--- src/rtl/core/ktk_pkg.sv ---
// Types and codes shared by the keyed top-k table modules.
package ktk_pkg;

    localparam int SCORE_BITS = 63;
    localparam int KEY_IN_BITS = 32;
    localparam int RANK_BITS = 6;
    localparam int POS_BITS = 7;
    localparam int STATUS_BITS = 3;

    localparam logic CMD_SUBMIT = 1'b0;
    localparam logic CMD_READ   = 1'b1;

    localparam logic [STATUS_BITS-1:0] ST_NOT_ENTERED = 3'd0;
    localparam logic [STATUS_BITS-1:0] ST_ENTERED     = 3'd1;
    localparam logic [STATUS_BITS-1:0] ST_BEAT        = 3'd2;
    localparam logic [STATUS_BITS-1:0] ST_NOT_BEATEN  = 3'd3;
    localparam logic [STATUS_BITS-1:0] ST_IGNORED     = 3'd4;
    localparam logic [STATUS_BITS-1:0] ST_READ        = 3'd5;

    typedef struct packed {
        logic                   command;
        logic [KEY_IN_BITS-1:0] key;
        logic [SCORE_BITS-1:0]  score;
        logic [RANK_BITS-1:0]   rank;
    } in_item_t;

    typedef struct packed {
        logic [STATUS_BITS-1:0] status;
        logic [POS_BITS-1:0]    position;
        logic                   old_found;
        logic [POS_BITS-1:0]    old_position;
        logic [SCORE_BITS-1:0]  prior_score;
        logic                   read_valid;
        logic [KEY_IN_BITS-1:0] read_key;
        logic [SCORE_BITS-1:0]  read_score;
    } out_item_t;

endpackage

--- src/rtl/core/ktk_ctrl.sv ---
// Sequencer: key scan, upward bubble and read over the entry RAM.
module ktk_ctrl import ktk_pkg::*; #(
    parameter int TABLE_DEPTH = 64,
    parameter int KEY_BITS = 32,
    localparam int AW = $clog2(TABLE_DEPTH),
    localparam int CW = $clog2(TABLE_DEPTH + 1),
    localparam int EW = KEY_BITS + SCORE_BITS
) (
    input  logic          aclk,
    input  logic          aresetn,
    input  logic          s_valid,
    output logic          s_ready,
    input  in_item_t      s_item,
    output logic          res_valid,
    input  logic          res_ready,
    output out_item_t     res_item,
    output logic          ram_we,
    output logic [AW-1:0] ram_waddr,
    output logic [EW-1:0] ram_wdata,
    output logic [AW-1:0] ram_raddr,
    input  logic [EW-1:0] ram_rdata
);

    typedef enum logic [2:0] {
        S_IDLE,
        S_RDWAIT,
        S_SCAN,
        S_BUBBLE,
        S_WRITE,
        S_DONE
    } state_t;

    state_t            state_reg;
    in_item_t          item_reg;
    out_item_t         res_reg;
    logic [CW-1:0]     cnt_reg;
    logic [AW-1:0]     pos_reg;
    logic [EW-1:0]     mov_reg;

    logic [KEY_BITS-1:0]   rd_key;
    logic [SCORE_BITS-1:0] rd_score;
    logic [63:0]           rd_key64;
    logic [63:0]           in_key64;
    logic [63:0]           it_key64;
    logic [KEY_BITS-1:0]   in_key;
    logic [KEY_BITS-1:0]   it_key;
    logic [63:0]           rank64;
    logic [AW-1:0]         rank_addr;
    logic [31:0]           pos_p1;
    logic [POS_BITS-1:0]   pos1;
    logic                  hit;
    logic                  last_used;
    logic                  full;
    logic                  ge;

    assign rd_key    = ram_rdata[EW-1:SCORE_BITS];
    assign rd_score  = ram_rdata[SCORE_BITS-1:0];
    assign rd_key64  = 64'(rd_key);
    assign in_key64  = 64'(s_item.key);
    assign it_key64  = 64'(item_reg.key);
    assign in_key    = in_key64[KEY_BITS-1:0];
    assign it_key    = it_key64[KEY_BITS-1:0];
    assign rank64    = 64'(s_item.rank);
    assign rank_addr = rank64[AW-1:0];
    assign pos_p1    = 32'(pos_reg) + 32'd1;
    assign pos1      = pos_p1[POS_BITS-1:0];
    assign hit       = (rd_key == it_key);
    assign last_used = ((CW'(pos_reg) + CW'(1)) == cnt_reg);
    assign full      = (cnt_reg == CW'(TABLE_DEPTH));
    assign ge        = (item_reg.score >= rd_score);

    assign s_ready   = (state_reg == S_IDLE);
    assign res_valid = (state_reg == S_DONE);
    assign res_item  = res_reg;

    always_comb begin
        ram_raddr = '0;
        ram_we    = 1'b0;
        ram_waddr = pos_reg;
        ram_wdata = mov_reg;
        case (state_reg)
            S_IDLE: begin
                ram_raddr = (s_item.command == CMD_READ) ? rank_addr : '0;
            end
            S_SCAN: begin
                if (hit) begin
                    ram_raddr = pos_reg - AW'(1);
                end else if (last_used) begin
                    ram_raddr = full ? AW'(TABLE_DEPTH - 2) : pos_reg;
                end else begin
                    ram_raddr = pos_reg + AW'(1);
                end
            end
            S_BUBBLE: begin
                if (ge) begin
                    ram_we    = 1'b1;
                    ram_wdata = ram_rdata;
                    ram_raddr = pos_reg - AW'(2);
                end
            end
            S_WRITE: begin
                ram_we = 1'b1;
            end
            default: begin
                ram_raddr = '0;
            end
        endcase
    end

    always_ff @(posedge aclk) begin
        if (!aresetn) begin
            state_reg <= S_IDLE;
            cnt_reg   <= '0;
        end else begin
            case (state_reg)
                S_IDLE: begin
                    if (s_valid) begin
                        item_reg <= s_item;
                        res_reg  <= '0;
                        pos_reg  <= '0;
                        if (s_item.command == CMD_READ) begin
                            res_reg.status <= ST_READ;
                            if (32'(s_item.rank) < 32'(cnt_reg)) begin
                                state_reg <= S_RDWAIT;
                            end else begin
                                state_reg <= S_DONE;
                            end
                        end else if (s_item.score == '0) begin
                            res_reg.status <= ST_IGNORED;
                            state_reg      <= S_DONE;
                        end else if (cnt_reg == '0) begin
                            mov_reg        <= {in_key, s_item.score};
                            cnt_reg        <= CW'(1);
                            res_reg.status <= ST_ENTERED;
                            state_reg      <= S_WRITE;
                        end else begin
                            state_reg <= S_SCAN;
                        end
                    end
                end
                S_RDWAIT: begin
                    res_reg.read_valid <= 1'b1;
                    res_reg.read_key   <= rd_key64[KEY_IN_BITS-1:0];
                    res_reg.read_score <= rd_score;
                    state_reg          <= S_DONE;
                end
                S_SCAN: begin
                    if (hit) begin
                        res_reg.old_found    <= 1'b1;
                        res_reg.old_position <= pos1;
                        res_reg.prior_score  <= rd_score;
                        res_reg.status <= (item_reg.score > rd_score) ? ST_BEAT : ST_NOT_BEATEN;
                        mov_reg <= {it_key, ge ? item_reg.score : rd_score};
                        state_reg <= (pos_reg == '0) ? S_WRITE : S_BUBBLE;
                    end else if (last_used) begin
                        if (!full) begin
                            mov_reg        <= {it_key, item_reg.score};
                            cnt_reg        <= cnt_reg + CW'(1);
                            pos_reg        <= pos_reg + AW'(1);
                            res_reg.status <= ST_ENTERED;
                            state_reg      <= S_BUBBLE;
                        end else if (!ge) begin
                            res_reg.status <= ST_NOT_ENTERED;
                            state_reg      <= S_DONE;
                        end else begin
                            mov_reg        <= {it_key, item_reg.score};
                            pos_reg        <= AW'(TABLE_DEPTH - 1);
                            res_reg.status <= ST_ENTERED;
                            state_reg      <= S_BUBBLE;
                        end
                    end else begin
                        pos_reg <= pos_reg + AW'(1);
                    end
                end
                S_BUBBLE: begin
                    if (ge) begin
                        pos_reg <= pos_reg - AW'(1);
                        if (pos_reg == AW'(1)) begin
                            state_reg <= S_WRITE;
                        end
                    end else begin
                        state_reg <= S_WRITE;
                    end
                end
                S_WRITE: begin
                    res_reg.position <= pos1;
                    state_reg        <= S_DONE;
                end
                S_DONE: begin
                    if (res_ready) begin
                        state_reg <= S_IDLE;
                    end
                end
                default: begin
                    state_reg <= S_IDLE;
                end
            endcase
        end
    end

endmodule

--- config.mk ---
export PLATFORM = sky130hd
export DESIGN_NAME = ktk_ctrl
export DESIGN_NICKNAME = d
export VERILOG_FILES = /design/src/rtl/core/ktk_pkg.sv /design/src/rtl/core/ktk_ctrl.sv
export SDC_FILE = /design/constraint.sdc
export NUM_CORES = 1
export LEC_CHECK = 0
export ABC_AREA = 1
export ABC_CLOCK_PERIOD_IN_PS = 11450
export BUFFER_PORTS_ARGS = -buffer_cell sky130_fd_sc_hd__buf_2
export CAP_MARGIN = 20
export CORE_MARGIN = 2
export CORE_UTILIZATION = 25
export DETAILED_ROUTE_END_ITERATION = 7
export PLACE_DENSITY_LB_ADDON = 0.08
export SLEW_MARGIN = 10
export SYNTH_ARGS = -nofsm -noshare
export SYNTH_HDL_FRONTEND = slang
export SYNTH_SLANG_ARGS = --single-unit
--- constraint.sdc ---
create_clock -name aclk -period 11.45 [get_ports aclk]
set_input_delay 1.7175 -clock aclk [delete_from_list [all_inputs] [get_ports aclk]]
set_output_delay 1.7175 -clock aclk [all_outputs]
set_load 0.02 [all_outputs]
==> summary by stage, run 1 <==
Outcome
The run finished with clean final reports.

Synth
The most used flip-flop cell after synthesis is sky130_fd_sc_hd__edfxtp_1. Synthesis produced a netlist with a net count of 2188. During synthesis, Yosys emitted a total of 0 warnings.

The synthesized netlist devotes 1.533% of its cell area to XOR and XNOR gates. The count of flip-flops with a built-in enable after synthesis is 373. The post-synthesis cell type count is 44. The total of flip-flops plus latches after synthesis is 383.

After synthesis, the cell types taking the most area are sky130_fd_sc_hd__edfxtp_1 (59%), sky130_fd_sc_hd__nand2_1 (7.4%), sky130_fd_sc_hd__ha_1 (5.1%). By area, the combinational part of the netlist is dominated by simple AND/OR/NAND/NOR gates. Counting every instance in the synthesized netlist gives 1910. The netlist area before placement is 18860 µm². Of all flip-flops after synthesis, the portion carrying an async set or reset was 0%. Summing the areas of all and, or, nand and nor instances in the mapped netlist gives 16.85% of the synthesized area. The compound-gate portion of the synthesized area is 9.098%. Averaged over all synthesized cells, the footprint is 9.872 µm². Summing the areas of all fa, ha and maj instances in the mapped netlist gives 5.109% of the synthesized area. The fraction of synthesized cell area taken by the top area cell type is 59.40%. Of the synthesized area, sequential elements account for 60.46%.

The share of synthesized area spent on multiplexers is 0%. The biggest area consumer among synthesized cells is sky130_fd_sc_hd__edfxtp_1.

Power and ir drop
The power density over cell area is 213.8 nW/µm². The leakage power of the design is 10.44 nW. VDD sags by at most 0.09412 mV.

Global routing
In the global route stage, met3 resource usage came out at 3.724%. Global routing used 18.28% of the available tracks across all layers. Summed over all layers, the global routing overflow is 0. The number of antenna violations at the first check in global routing is 16.

In the global route stage, met2 resource usage came out at 31.06%. The global-route wire length before repair is 105900 µm. The via count of the first global-routing pass is 15820. Entering global routing, the biggest net connects 113 pins. The busiest layer in global routing is met2. The met1 layer usage reported by global route is 23.54%.

Clocking
After clock tree synthesis, the flow added hold-fix buffers numbering 0. The clock passes through at most 3 buffers. TritonCTS built the clock tree.

The clock drives 383 sinks. The number of clock buffers added by TritonCTS is 49. The buffers inserted during post-CTS setup optimization is 0. The H-tree generated during clock tree synthesis spans 2 levels. The clock insertion delay at the later pin of the skew report is 0.59 ns. The CTS clock-pin slew for the worst setup and hold paths is 0.06 ns. The number of gates resized after CTS was 0.

Clock tree synthesis selected as its root buffer the cell sky130_fd_sc_hd__clkbuf_16.

Setup path
Walking the worst path, the cells encountered are buf_2 -> inv_1 -> ha_1 -> a21oi_1 -> nor2_1 -> nor2_1 -> nand2_1 -> a21oi_1 -> nand2_1 -> a21oi_2 -> nand2_4 -> nand2_8 -> buf_4 -> inv_1 -> o21ai_0 -> o2111ai_1 -> buf_2. The longest individual stage delay on the worst path is 0.85 ns. The critical path is of the primary input to output port type. The signal arrival time at the worst endpoint is 5.78 ns. The data required time at the worst endpoint is 9.73 ns.

The depth of the most critical reg-to-reg path is 13. STA classifies the critical path endpoint as an output port. Among cell families on the critical path, the largest total delay comes from buffers and inverters.

The beginning of the worst register-to-register path is it_key[18]. The maximum fanout along the worst path is 112. For flop-to-flop paths, the worst setup slack is 6.83 ns. The launching element type of the critical path is a primary input. On the critical path, the stage with the largest delay is an instance of sky130_fd_sc_hd__buf_4. The worst register-to-register path ends at mov_reg[41]. The buffers plus inverters on the worst setup path is 5.

Route
After detailed routing, the number of remaining DRC violations is 0. In this run the remaining antenna-violating nets after routing total 0. The sum of routed wire length over all layers is 72820 µm. After detailed routing, the number of vias per cell comes to 4.555. The first TritonRoute pass finished after 5 iterations. The number of design-rule violations left by the first detailed-router iteration is 871. Dividing the detail-routed wire length by the instance count gives 21.46 µm.

The routed layout has 15460 vias.

Die
The initial standard-cell utilization of the core is 25.29%. The die covers 77630 µm². The count of boundary I/O pins is 488. In this run the horizontal extent of the chip is 278.6 µm.

The vertical extent of the die is 278.6 µm. The floorplan has 100 rows. The core area is 74570 µm².

Timing
At the pin with the least slew margin, the transition time is 0.9963 ns. After routing, the total negative slack on setup checks comes to 0 ns. The final setup violation count is 0. Across the routed clock network, the largest skew measured is 0.02597 ns. The period utilization is 65.48%.

Timing would allow up to 133.4 MHz. The final number of hold-violating endpoints is 0. For the finished layout, the period the worst path requires is 7.498 ns. The final max-slew violation count is 0. Final hold analysis gives a worst-case slack of 0.5478 ns. Measured against its own limit, the worst slew margin works out to 33.58%. Setup repair after global routing left no endpoint under its margin.

Cells and area
The final net count is 2659. The share of the core filled with cells in the final layout is 32.03%. The register with the most flip-flops in the layout has 177 of them.

Compared with the post-synthesis result, the final layout area differs by 26.66%. The post-route netlist has 25.06% of its cells at a drive strength greater than 1. Once layout is done, the placed cells without fillers occupy 23880 µm². The finished layout holds 3393 standard cells, fillers aside.

Run
The tool flagged a number of max-cap violations equal to 0.

Hold path
The endpoint of the worst hold-timing path is cnt_reg[6]. The worst hold path belongs to the class flip-flop to flip-flop. The worst hold path depth is 2. The launch instance of the worst min-delay path is cnt_reg[6].

Placed design
The HPWL after detailed placement is 51650 µm. During placement, the flow inserted port buffers numbering 487. The number of cells after detailed placement is 3299. The total cell area at the placement stage is 22340 µm².

Routability-driven placement finished with a final weighted congestion of 0.8370.
-- worst register-to-register path: cells and delay by family (launching register included) --
| family | cells | cell delay, ns |
|---|---|---|
| AO/OA/AOI/OAI | 1 | 0.08 |
| flip-flops | 1 | 0.41 |
| buffers and inverters | 4 | 2.07 |
| AND/OR/NAND/NOR | 7 | 1.31 |
| XOR/XNOR | 1 | 0.27 |
-- area by class of cell --
type                       instances  area (µm²)
multi-input combinational       1193        6210
clock buffer                      56        1252
timing repair buffer             505        2572
tap                              969        1212
clock inverter                    32       279.0
fill                            7919       50690
antenna                            6       15.01
inverter                         249       940.9
sequential                       383       11400
-- cell families after synthesis --
logic type	after synthesis
AO/OA/AOI/OAI	315
AND/OR/NAND/NOR	771
XOR/XNOR	30
buffers and inverters	334
flip-flops	383
adder cells (fa/ha/maj)	77
-- power by group --
group	total [mW]	switching, mW	leakage [nW]	internal (mW)
Clock	1.52	0.629	0.755	0.891
Combinational	1.53	1.14	6.10	0.383
Sequential	2.06	0.104	3.59	1.96
Total	5.11	1.88	10.4	3.23
-- cell usage in the layout, fill, tap and decap left out, types with 2 or more instances in the layout --
cell type	n
sky130_fd_sc_hd__nand4_1	27
sky130_fd_sc_hd__nand2_1	374
sky130_fd_sc_hd__xor2_1	14
sky130_fd_sc_hd__nand3_2	3
sky130_fd_sc_hd__inv_6	2
sky130_fd_sc_hd__nand3_1	30
sky130_fd_sc_hd__inv_4	2
sky130_fd_sc_hd__inv_1	240
sky130_fd_sc_hd__inv_2	5
sky130_fd_sc_hd__o211ai_1	2
sky130_fd_sc_hd__a21oi_1	42
sky130_fd_sc_hd__bufinv_16	5
sky130_fd_sc_hd__o2111ai_1	5
sky130_fd_sc_hd__nand2_2	3
sky130_fd_sc_hd__clkinv_1	14
sky130_fd_sc_hd__clkbuf_16	49
sky130_fd_sc_hd__nor2_2	4
sky130_fd_sc_hd__nor4_1	2
sky130_fd_sc_hd__o22ai_1	65
sky130_fd_sc_hd__diode_2	6
sky130_fd_sc_hd__clkinv_2	12
sky130_fd_sc_hd__xnor2_1	14
sky130_fd_sc_hd__nor2_4	6
sky130_fd_sc_hd__nor3_1	73
sky130_fd_sc_hd__a21oi_4	2
sky130_fd_sc_hd__a21o_1	4
sky130_fd_sc_hd__ha_1	77
sky130_fd_sc_hd__clkbuf_1	7
sky130_fd_sc_hd__o221ai_1	3
sky130_fd_sc_hd__dfxtp_1	10
sky130_fd_sc_hd__nor2_1	242
sky130_fd_sc_hd__buf_2	487
sky130_fd_sc_hd__o21ai_1	53
sky130_fd_sc_hd__o21ai_0	134
sky130_fd_sc_hd__edfxtp_1	373
sky130_fd_sc_hd__buf_4	18
-- Yosys cell counts (5+ instances only) --
library cell	instances
sky130_fd_sc_hd__dfxtp_1	10
sky130_fd_sc_hd__buf_2	26
sky130_fd_sc_hd__nor2_1	245
sky130_fd_sc_hd__edfxtp_1	373
sky130_fd_sc_hd__inv_2	7
sky130_fd_sc_hd__o21ai_0	134
sky130_fd_sc_hd__inv_1	240
sky130_fd_sc_hd__clkbuf_1	37
sky130_fd_sc_hd__nand2_1	374
sky130_fd_sc_hd__xnor2_1	14
sky130_fd_sc_hd__clkbuf_2	6
sky130_fd_sc_hd__nor3_1	73
sky130_fd_sc_hd__nand4_1	27
sky130_fd_sc_hd__a21oi_1	44
sky130_fd_sc_hd__o21ai_1	53
sky130_fd_sc_hd__o22ai_1	65
sky130_fd_sc_hd__buf_1	13
sky130_fd_sc_hd__xor2_1	14
sky130_fd_sc_hd__nand3_1	30
sky130_fd_sc_hd__ha_1	77
sky130_fd_sc_hd__nand2_2	5
sky130_fd_sc_hd__o2111ai_1	5
-- per-stage QoR --
| step | setup WS (ns) | total power [mW] |
|---|---|---|
| global placement | 4.042 | 3.654 |
| floorplan | 3.772 | 3.017 |
| detailed placement | 3.959 | 3.652 |
| global route | 3.547 | 5.383 |
| finish | 3.952 | 5.106 |
| CTS | 3.952 | 5.200 |
-- how the worst max path moves through the flow --
| stage | startpoint | end | slack (ns) | depth (start not counted) |
|---|---|---|---|---|
| 2_1_floorplan | ram_rdata[62] | mov_reg[0] | 3.77 | 13 |
| 3_3_place_gp | ram_rdata[28] | ram_raddr[5] | 4.04 | 17 |
| 3_5_place_dp | ram_rdata[28] | ram_raddr[5] | 3.96 | 17 |
| 4_1_cts | ram_rdata[28] | ram_raddr[5] | 3.95 | 17 |
| 5_1_grt | ram_rdata[28] | ram_raddr[5] | 3.55 | 17 |
| 6_report | ram_rdata[28] | ram_raddr[5] | 3.95 | 17 |
-- layer usage --
| metal | wire [µm] | share of wire [%] |
|---|---|---|
| met1 | 31750 | 44 |
| met2 | 35650 | 49 |
| met3 | 3889 | 5.3 |
| met4 | 1433 | 2.0 |
| met5 | 106 | 0.15 |
(Power assumes the default switching activity.)
==> inputs of run 2 (changes only) <==
Settings changed: ABC_CLOCK_PERIOD_IN_PS 11450 to 6100.
Clock period 11.45 ns to 6.1 ns, I/O delays scaled along.
==> run 2 against run 1 <==
Sequential power up 88%. Utilization about the same. Cell area about the same. Flip-flop and latch count unchanged. Sequential share of layout area about the same. Non-clock buffer count up 6. Combinational power up 90%. Largest cell class unchanged. Register-to-register slack worse by 4.7 ns.
==> summary by stage, run 2 (same netlist as run 1, synthesis figures left out) <==
Setup path
The depth of the most critical reg-to-reg path is 10 (-3). The beginning of the worst register-to-register path is it_key[6]. The maximum fanout along the worst path is 76 (-32%). In this run the critical register-to-register path is captured at res_item[146].

The capturing element type of the critical path is an output port. The startpoint-to-endpoint class of the critical path is primary input to output port. The launching element type of the critical path is a primary input. The signal arrival time at the worst endpoint came to 3.96 ns (-1.82 ns). The minimum setup slack among reg-to-reg paths is 2.13 ns (-4.70 ns).

The data required time at the worst endpoint is 5.18 ns (-4.55 ns).

Hold path
The startpoint identified for the worst hold timing path is s_item[60]. The endpoint of the worst hold-timing path is item_reg[60]. The path type of the worst min-delay path is primary input to flip-flop. The worst hold path depth is 1 (-1).

Cells and area
The flip-flop count of the largest register after layout is 177 (unchanged). Leaving out fill and tap cells, the most frequent cells in the layout are sky130_fd_sc_hd__buf_2 (488), sky130_fd_sc_hd__nand2_1 (374), sky130_fd_sc_hd__edfxtp_1 (373). The fraction of final layout cells sized beyond drive strength 1 came to 25.05% (about the same).

The signed area change from the synthesized netlist to the final layout is 26.55% (about the same). Leaving out fill and tap cells, the most frequent cell in the layout is sky130_fd_sc_hd__buf_2. The post-layout instance area came to 23860 µm² (about the same). The final net count came to 2664 (+0.19%).

Route
The sum of routed wire length over all layers was 73650 µm (+1.1%). The residual antenna-violating net count after detailed routing is 0 (unchanged). The post-detailed-route DRC marker count is 0 (unchanged). The post-detailed-route via-to-cell ratio was 4.562 (+0.14%).

The average wire length per cell after detail routing came to 21.67 µm (+0.99%). The via count is 15500 (+0.29%). The first-pass iteration count of the detailed router is 5 (unchanged). The number of design-rule violations left by the first detailed-router iteration came to 946 (+8.6%).

Die
The number of rows in the core area is 100 (unchanged). The initial standard-cell utilization of the core is 25.29% (unchanged). The vertical extent of the die came to 278.6 µm (unchanged). The chip width is 278.6 µm (unchanged). The die outline area is 77630 µm² (unchanged). The core area is 74570 µm² (unchanged). The count of boundary I/O pins is 488 (unchanged).

Timing
The slew at the pin closest to its max-slew limit is 1.139 ns (+0.1426 ns). Of the available clock period, the critical path in the final layout requires 79.91%. The final number of hold-violating endpoints was 0 (unchanged). The worst path setup slack after routing came to 1.226 ns (-2.726 ns). The post-route minimum period is 4.874 ns. The final setup violation count is 0 (unchanged).

The final max-slew violation count is 0 (unchanged). Setup repair after global routing left no endpoint under its margin. The relative slew slack came to 24.07% (-9.5 points). The worst setup skew after layout came to 0.01455 ns (-0.01143 ns).

Based on the critical path, the design can be clocked at up to 205.2 MHz. The final-layout setup total negative slack is 0 ns (unchanged).

Power and ir drop
The net switching power figure is 3.519 mW (+88%). The leakage power of the design is 10.42 nW (-0.25%). The part of the power in the clock network is 28.2% (-1.6 points). The power density over cell area is 395.4 nW/µm² (+85%). The share of total power in sequential cells is 41.0% (+0.7 points).

The switching share of power came to 37.29% (+0.54 points). The peak supply drop came to 0.2287 mV (+140%). The design internal power is 5.916 mW (+83%). The combinational group share of total power is 30.8% (+0.9 points).

Global routing
The number of antenna violations at the first check in global routing is 18 (+2). The total global routing overflow is 0 (unchanged). The via count of the first global-routing pass is 15850 (+0.19%). The global-route wire length before repair is 106200 µm (+0.25%).

The maximum number of pins on one net before global-route repair was 90 (-20%). The total routing resource utilization after global routing came to 18.41% (+0.13 points).

Clocking
The TritonCTS buffer count came to 48 (-2.0%). The number of levels in the clock H-tree is 2 (unchanged). The number of sinks driven by the clock tree is 383 (unchanged). The clock insertion delay at the later pin of the skew report was 0.59 ns (about the same). TritonCTS built the clock tree.

The buffers inserted during post-CTS setup optimization came to 0 (unchanged). The CTS clock-pin slew for the worst setup and hold paths is 0.06 ns (about the same). The clock tree buffer depth is 3 (unchanged). In this run the clock root is driven by a sky130_fd_sc_hd__clkbuf_16. The number of hold buffers added after CTS is 0 (unchanged). The post-CTS resize count is 0 (unchanged).

Placed design
The total cell area at the placement stage is 22420 µm² (+0.39%). The HPWL after detailed placement came to 52200 µm (+1.1%). The placer's final routability congestion estimate is 0.8302 (-0.81%). The number of buffers added on ports came to 487 (unchanged). The worst slack at placement is 1.162 ns (-2.797 ns).

Run
The max capacitance violation total is 0 (unchanged).

Outcome
The run finished with clean final reports.
[run 2: cell types whose count changed in the layout (fill, tap and decap cells not counted)]
| cell | before | now |
|---|---|---|
| sky130_fd_sc_hd__buf_12 | 0 | 4 |
| sky130_fd_sc_hd__buf_2 | 487 | 488 |
| sky130_fd_sc_hd__buf_4 | 18 | 19 |
| sky130_fd_sc_hd__bufinv_16 | 5 | 1 |
| sky130_fd_sc_hd__clkbuf_1 | 7 | 13 |
| sky130_fd_sc_hd__clkinv_1 | 14 | 9 |
| sky130_fd_sc_hd__clkinv_2 | 12 | 9 |
| sky130_fd_sc_hd__clkinvlp_4 | 1 | 2 |
| sky130_fd_sc_hd__diode_2 | 6 | 10 |
[run 2: per-layer routing]
layer | global-route usage (%) | share of wire (%)
met1 | 23.44 | 43
met2 | 31.30 | 49
met3 | 4.050 | 5.6
met4 | 5.321 | 2.5
met5 | 0 | 0.13
[run 2: area by class of cell]
type / instances / area [µm²]
Antenna cell: 10 / 25.02
Clock buffer: 62 / 1275
Clock inverter: 21 / 132.6
Fill cell: 7884 / 50710
Inverter: 249 / 940.9
Multi-Input combinational cell: 1193 / 6210
Sequential cell: 383 / 11400
Tap cell: 969 / 1212
Timing Repair Buffer: 511 / 2665
[run 2: worst max path at each step]
stage,startpoint,end,depth (start not counted)
detailed placement,ram_rdata[54],ram_wdata[33],12
finish,ram_rdata[62],ram_wdata[43],13
global placement,ram_rdata[54],ram_wdata[33],12
CTS,ram_rdata[54],ram_wdata[33],12
floorplan,ram_rdata[68],res_item[100],11
global route,ram_rdata[62],ram_wdata[75],13
[run 2: power groups by stage]
stage | registers (mW) | logic [mW] | clock network [mW]
CTS | 3.88 | 2.98 | 2.75
global route | 3.92 | 3.17 | 2.85
floorplan | 4.27 | 1.36 | 0
global placement | 3.93 | 2.97 | 0
finish | 3.87 | 2.90 | 2.66
detailed placement | 3.92 | 2.97 | 0
[run 2: through the flow]
step / hold slack (ns) / std cells / total power, mW / util [%]
finish: 0.5164 / 3398 / 9.435 / 32.00
global route: 0.4784 / 3395 / 9.945 / 31.99
CTS: 0.4719 / 3387 / 9.605 / 31.96
detailed placement: 0.5404 / 3304 / 6.890 / 30.07
global placement: 0.5413 / 3304 / 6.898 / 30.07
floorplan: 0.4865 / 1910 / 5.634 / -
[run 2: worst max-delay path, cell delays in order]
cell and delay, ns:
sky130_fd_sc_hd__buf_2 0.13, sky130_fd_sc_hd__inv_1 0.14, sky130_fd_sc_hd__ha_1 0.34, sky130_fd_sc_hd__nand2_1 0.09
sky130_fd_sc_hd__nor3_1 0.26, sky130_fd_sc_hd__nand4_1 0.19, sky130_fd_sc_hd__nor2_2 0.38, sky130_fd_sc_hd__nand3_2 0.19
sky130_fd_sc_hd__nand2_4 0.14, sky130_fd_sc_hd__nand2_8 0.30, sky130_fd_sc_hd__buf_4 0.36, sky130_fd_sc_hd__o21ai_0 0.23
sky130_fd_sc_hd__buf_2 0.22
==> inputs of run 3 (changes only) <==
Settings changed: ABC_CLOCK_PERIOD_IN_PS 6100 to 5100.
Clock period 6.1 ns to 5.1 ns, I/O delays scaled along.
==> run 3 against run 2 <==
Combinational power up 18%. Die area is the same. Utilization grew 0.12 points. Register-to-register slack got worse by 1.0 ns. Critical path depth increased by 1. Clock power rose by 26%. Hold slack worse by 0.15 ns. Largest cell class unchanged. Largest power group unchanged.
==> summary by stage, run 3 (same netlist as run 1, synthesis figures left out) <==
Timing
The final max-slew violation count is 0 (unchanged). The slew at the pin closest to its max-slew limit is 1.035 ns (-0.1043 ns). The period utilization is 91.88%. The worst path setup slack after routing was 0.4144 ns (-0.8114 ns). The final number of hold-violating endpoints came to 0 (unchanged). The final setup violation count is 0 (unchanged). The relative slew slack is 31.02% (+7.0 points). Setup repair after global routing left no endpoint under its margin. The final-layout setup total negative slack came to 0 ns (unchanged).

The worst setup skew after layout is 0.02128 ns (+0.006730 ns). After layout, the minimum clock period comes to 4.686 ns. The worst slack on hold paths is 0.3655 ns (-0.1509 ns).

Static timing analysis puts the maximum clock frequency at 213.4 MHz.

Placed design
The number of buffers added on ports is 487 (unchanged). The worst slack at placement is 0.3232 ns (-0.8383 ns). The placer's final routability congestion estimate is 0.8452 (+1.8%). The total cell area at the placement stage is 22440 µm² (about the same). The number of cells after detailed placement is 3305 (+0.030%).

The HPWL after detailed placement came to 52790 µm (+1.1%).

Setup path
The signal arrival time at the worst endpoint is 3.92 ns (-0.04 ns). The startpoint-to-endpoint class of the critical path is primary input to output port. The longest individual stage delay on the worst path was 0.63 ns (+0.25 ns). The capturing element type of the critical path is an output port.

The buffers plus inverters on the worst setup path is 4 (unchanged). The worst-path cell with the longest stage delay is sky130_fd_sc_hd__o21ai_0. The maximum fanout along the worst path is 64 (-16%).

The most critical setup path has its startpoint at ram_rdata[42]. The worst setup path is launched from a primary input. The data required time at the worst endpoint is 4.34 ns (-0.84 ns).

The beginning of the worst register-to-register path is ram_waddr[0]. The critical path goes through buf_2 -> inv_1 -> ha_1 -> nand2_1 -> inv_1 -> nand3_1 -> nor3_1 -> nand3_1 -> nor2_2 -> nand3_2 -> nand2_4 -> nand2_8 -> o21ai_0 -> buf_2. The cell family contributing the most delay on the critical path is simple AND/OR/NAND/NOR gates.

Power and ir drop
The leakage power of the design came to 10.48 nW (+0.57%). The total power is 11.39 mW (+21%). The power density over cell area is 475.5 nW/µm² (+20%). The peak supply drop is 0.2352 mV (+2.8%).

Global routing
The via count of the first global-routing pass is 15780 (-0.42%). The number of antenna violations at the first check in global routing is 10 (-8). The maximum number of pins on one net before global-route repair is 85 (-5.6%). The total global routing overflow is 0 (unchanged). The total routing resource utilization after global routing is 18.32% (-0.094 points). The global-route wire length before repair is 106500 µm (+0.25%).

Route
The via count is 15490 (-0.071%). The sum of routed wire length over all layers is 72600 µm (-1.4%). The residual antenna-violating net count after detailed routing came to 0 (unchanged).

The post-detailed-route DRC marker count was 0 (unchanged). The length of routed met2 wiring is 35960 µm (+0.18%). The wire length the detailed router placed on met1 is 31250 µm (-1.5%). The first-pass iteration count of the detailed router came to 5 (unchanged). Signal routing reaches up to met5. The detailed route wirelength on metal3 is 3747 µm (-9.2%).

The number of design-rule violations left by the first detailed-router iteration is 867 (-8.4%). The post-detailed-route via-to-cell ratio came to 4.561 (about the same). The average wire length per cell after detail routing was 21.38 µm (-1.4%).

Clocking
The clock tree buffer depth is 3 (unchanged). The TritonCTS buffer count is 48 (unchanged). The CTS clock-pin slew for the worst setup and hold paths is 0.06 ns (about the same). The post-CTS resize count was 0 (unchanged). The number of hold buffers added after CTS is 0 (unchanged).

The tree is rooted in a sky130_fd_sc_hd__clkbuf_16. The clock insertion delay at the later pin of the skew report was 0.59 ns (about the same). The buffers inserted during post-CTS setup optimization was 0 (unchanged). The number of sinks driven by the clock tree came to 383 (unchanged). The number of levels in the clock H-tree is 2 (unchanged). The clock tree from TritonCTS is yes.

Cells and area
The fraction of final layout cells sized beyond drive strength 1 is 25.35% (+0.30 points). In the layout the commonest cells are sky130_fd_sc_hd__buf_2 (487), sky130_fd_sc_hd__nand2_1 (374), sky130_fd_sc_hd__edfxtp_1 (373). The share of the core filled with cells in the final layout is 32.12% (+0.12 points). The final net count was 2664 (unchanged). The flip-flop count of the largest register after layout is 177 (unchanged). The post-layout instance area came to 23950 µm² (+0.37%). The signed area change from the synthesized netlist to the final layout is 27.02%. The non-filler instance count after layout is 3396 (-0.059%). The most common cell after layout, fill and taps aside is sky130_fd_sc_hd__buf_2.

Run
The max capacitance violation total is 0 (unchanged).

Die
The number of rows in the core area was 100 (unchanged). The chip width is 278.6 µm (unchanged). The count of boundary I/O pins was 488 (unchanged). The die outline area is 77630 µm² (unchanged). The initial standard-cell utilization of the core is 25.29% (unchanged).

The vertical extent of the die is 278.6 µm (unchanged). The core area is 74570 µm² (unchanged).

Outcome
The flow ran to the end, and the final reports show no timing, DRC or antenna violations.

Hold path
The path class of the tightest hold or removal check is primary input to flip-flop. The launch instance of the worst min-delay path is s_item[28].
## run 3: cell count changes in the layout (fill, tap and decap cells not counted), sizes merged
cell / change
clkinv: +1
bufinv: +2
clkbuf: +1
clkinvlp: -1
diode: -5
## run 3: cell type report
cell class              count  area [µm²]
clock buffers              63        1299
multi-input cells        1193        6210
well taps                 969        1212
clock inverters            23       195.2
inverters                 249       940.9
flip-flops and latches    383       11400
diodes                      5       12.51
repair buffers            511        2680
fillers                  7926       50620
## run 3: metal layers
metal  up-vias  GRT usage [%]
li1       7454              -
met1      7520          23.52
met2       408          31.68
met3       100          3.406
met4         8          4.618
met5         -              0
## run 3: path summary, 6_finish.rpt
path / end / cells after the start / slack (ns)
max: ram_wdata[57] / 14 / 0.41
min: item_reg[28] / 1 / 0.37
max reg2reg: mov_reg[59] / 12 / 1.10
min reg2reg: state_reg[0] / 2 / 0.56
## run 3: worst register-to-register path, stage by stage (launching register included)
cell	delay, ns
sky130_fd_sc_hd__edfxtp_1	0.69
sky130_fd_sc_hd__inv_1	0.28
sky130_fd_sc_hd__ha_1	0.42
sky130_fd_sc_hd__xnor2_1	0.17
sky130_fd_sc_hd__nand4_1	0.11
sky130_fd_sc_hd__nor3_1	0.25
sky130_fd_sc_hd__nand3_2	0.33
sky130_fd_sc_hd__nand2_1	0.24
sky130_fd_sc_hd__o21bai_1	0.08
sky130_fd_sc_hd__inv_1	0.17
sky130_fd_sc_hd__nand3_1	0.15
sky130_fd_sc_hd__nor2_4	0.25
sky130_fd_sc_hd__buf_4	0.47
## run 3: power breakdown
part           total [mW]  switching (mW)  internal [mW]
Clock                3.34            1.40           1.94
Combinational        3.42            2.53          0.888
Sequential           4.63           0.247           4.39
Total                11.4            4.18           7.21
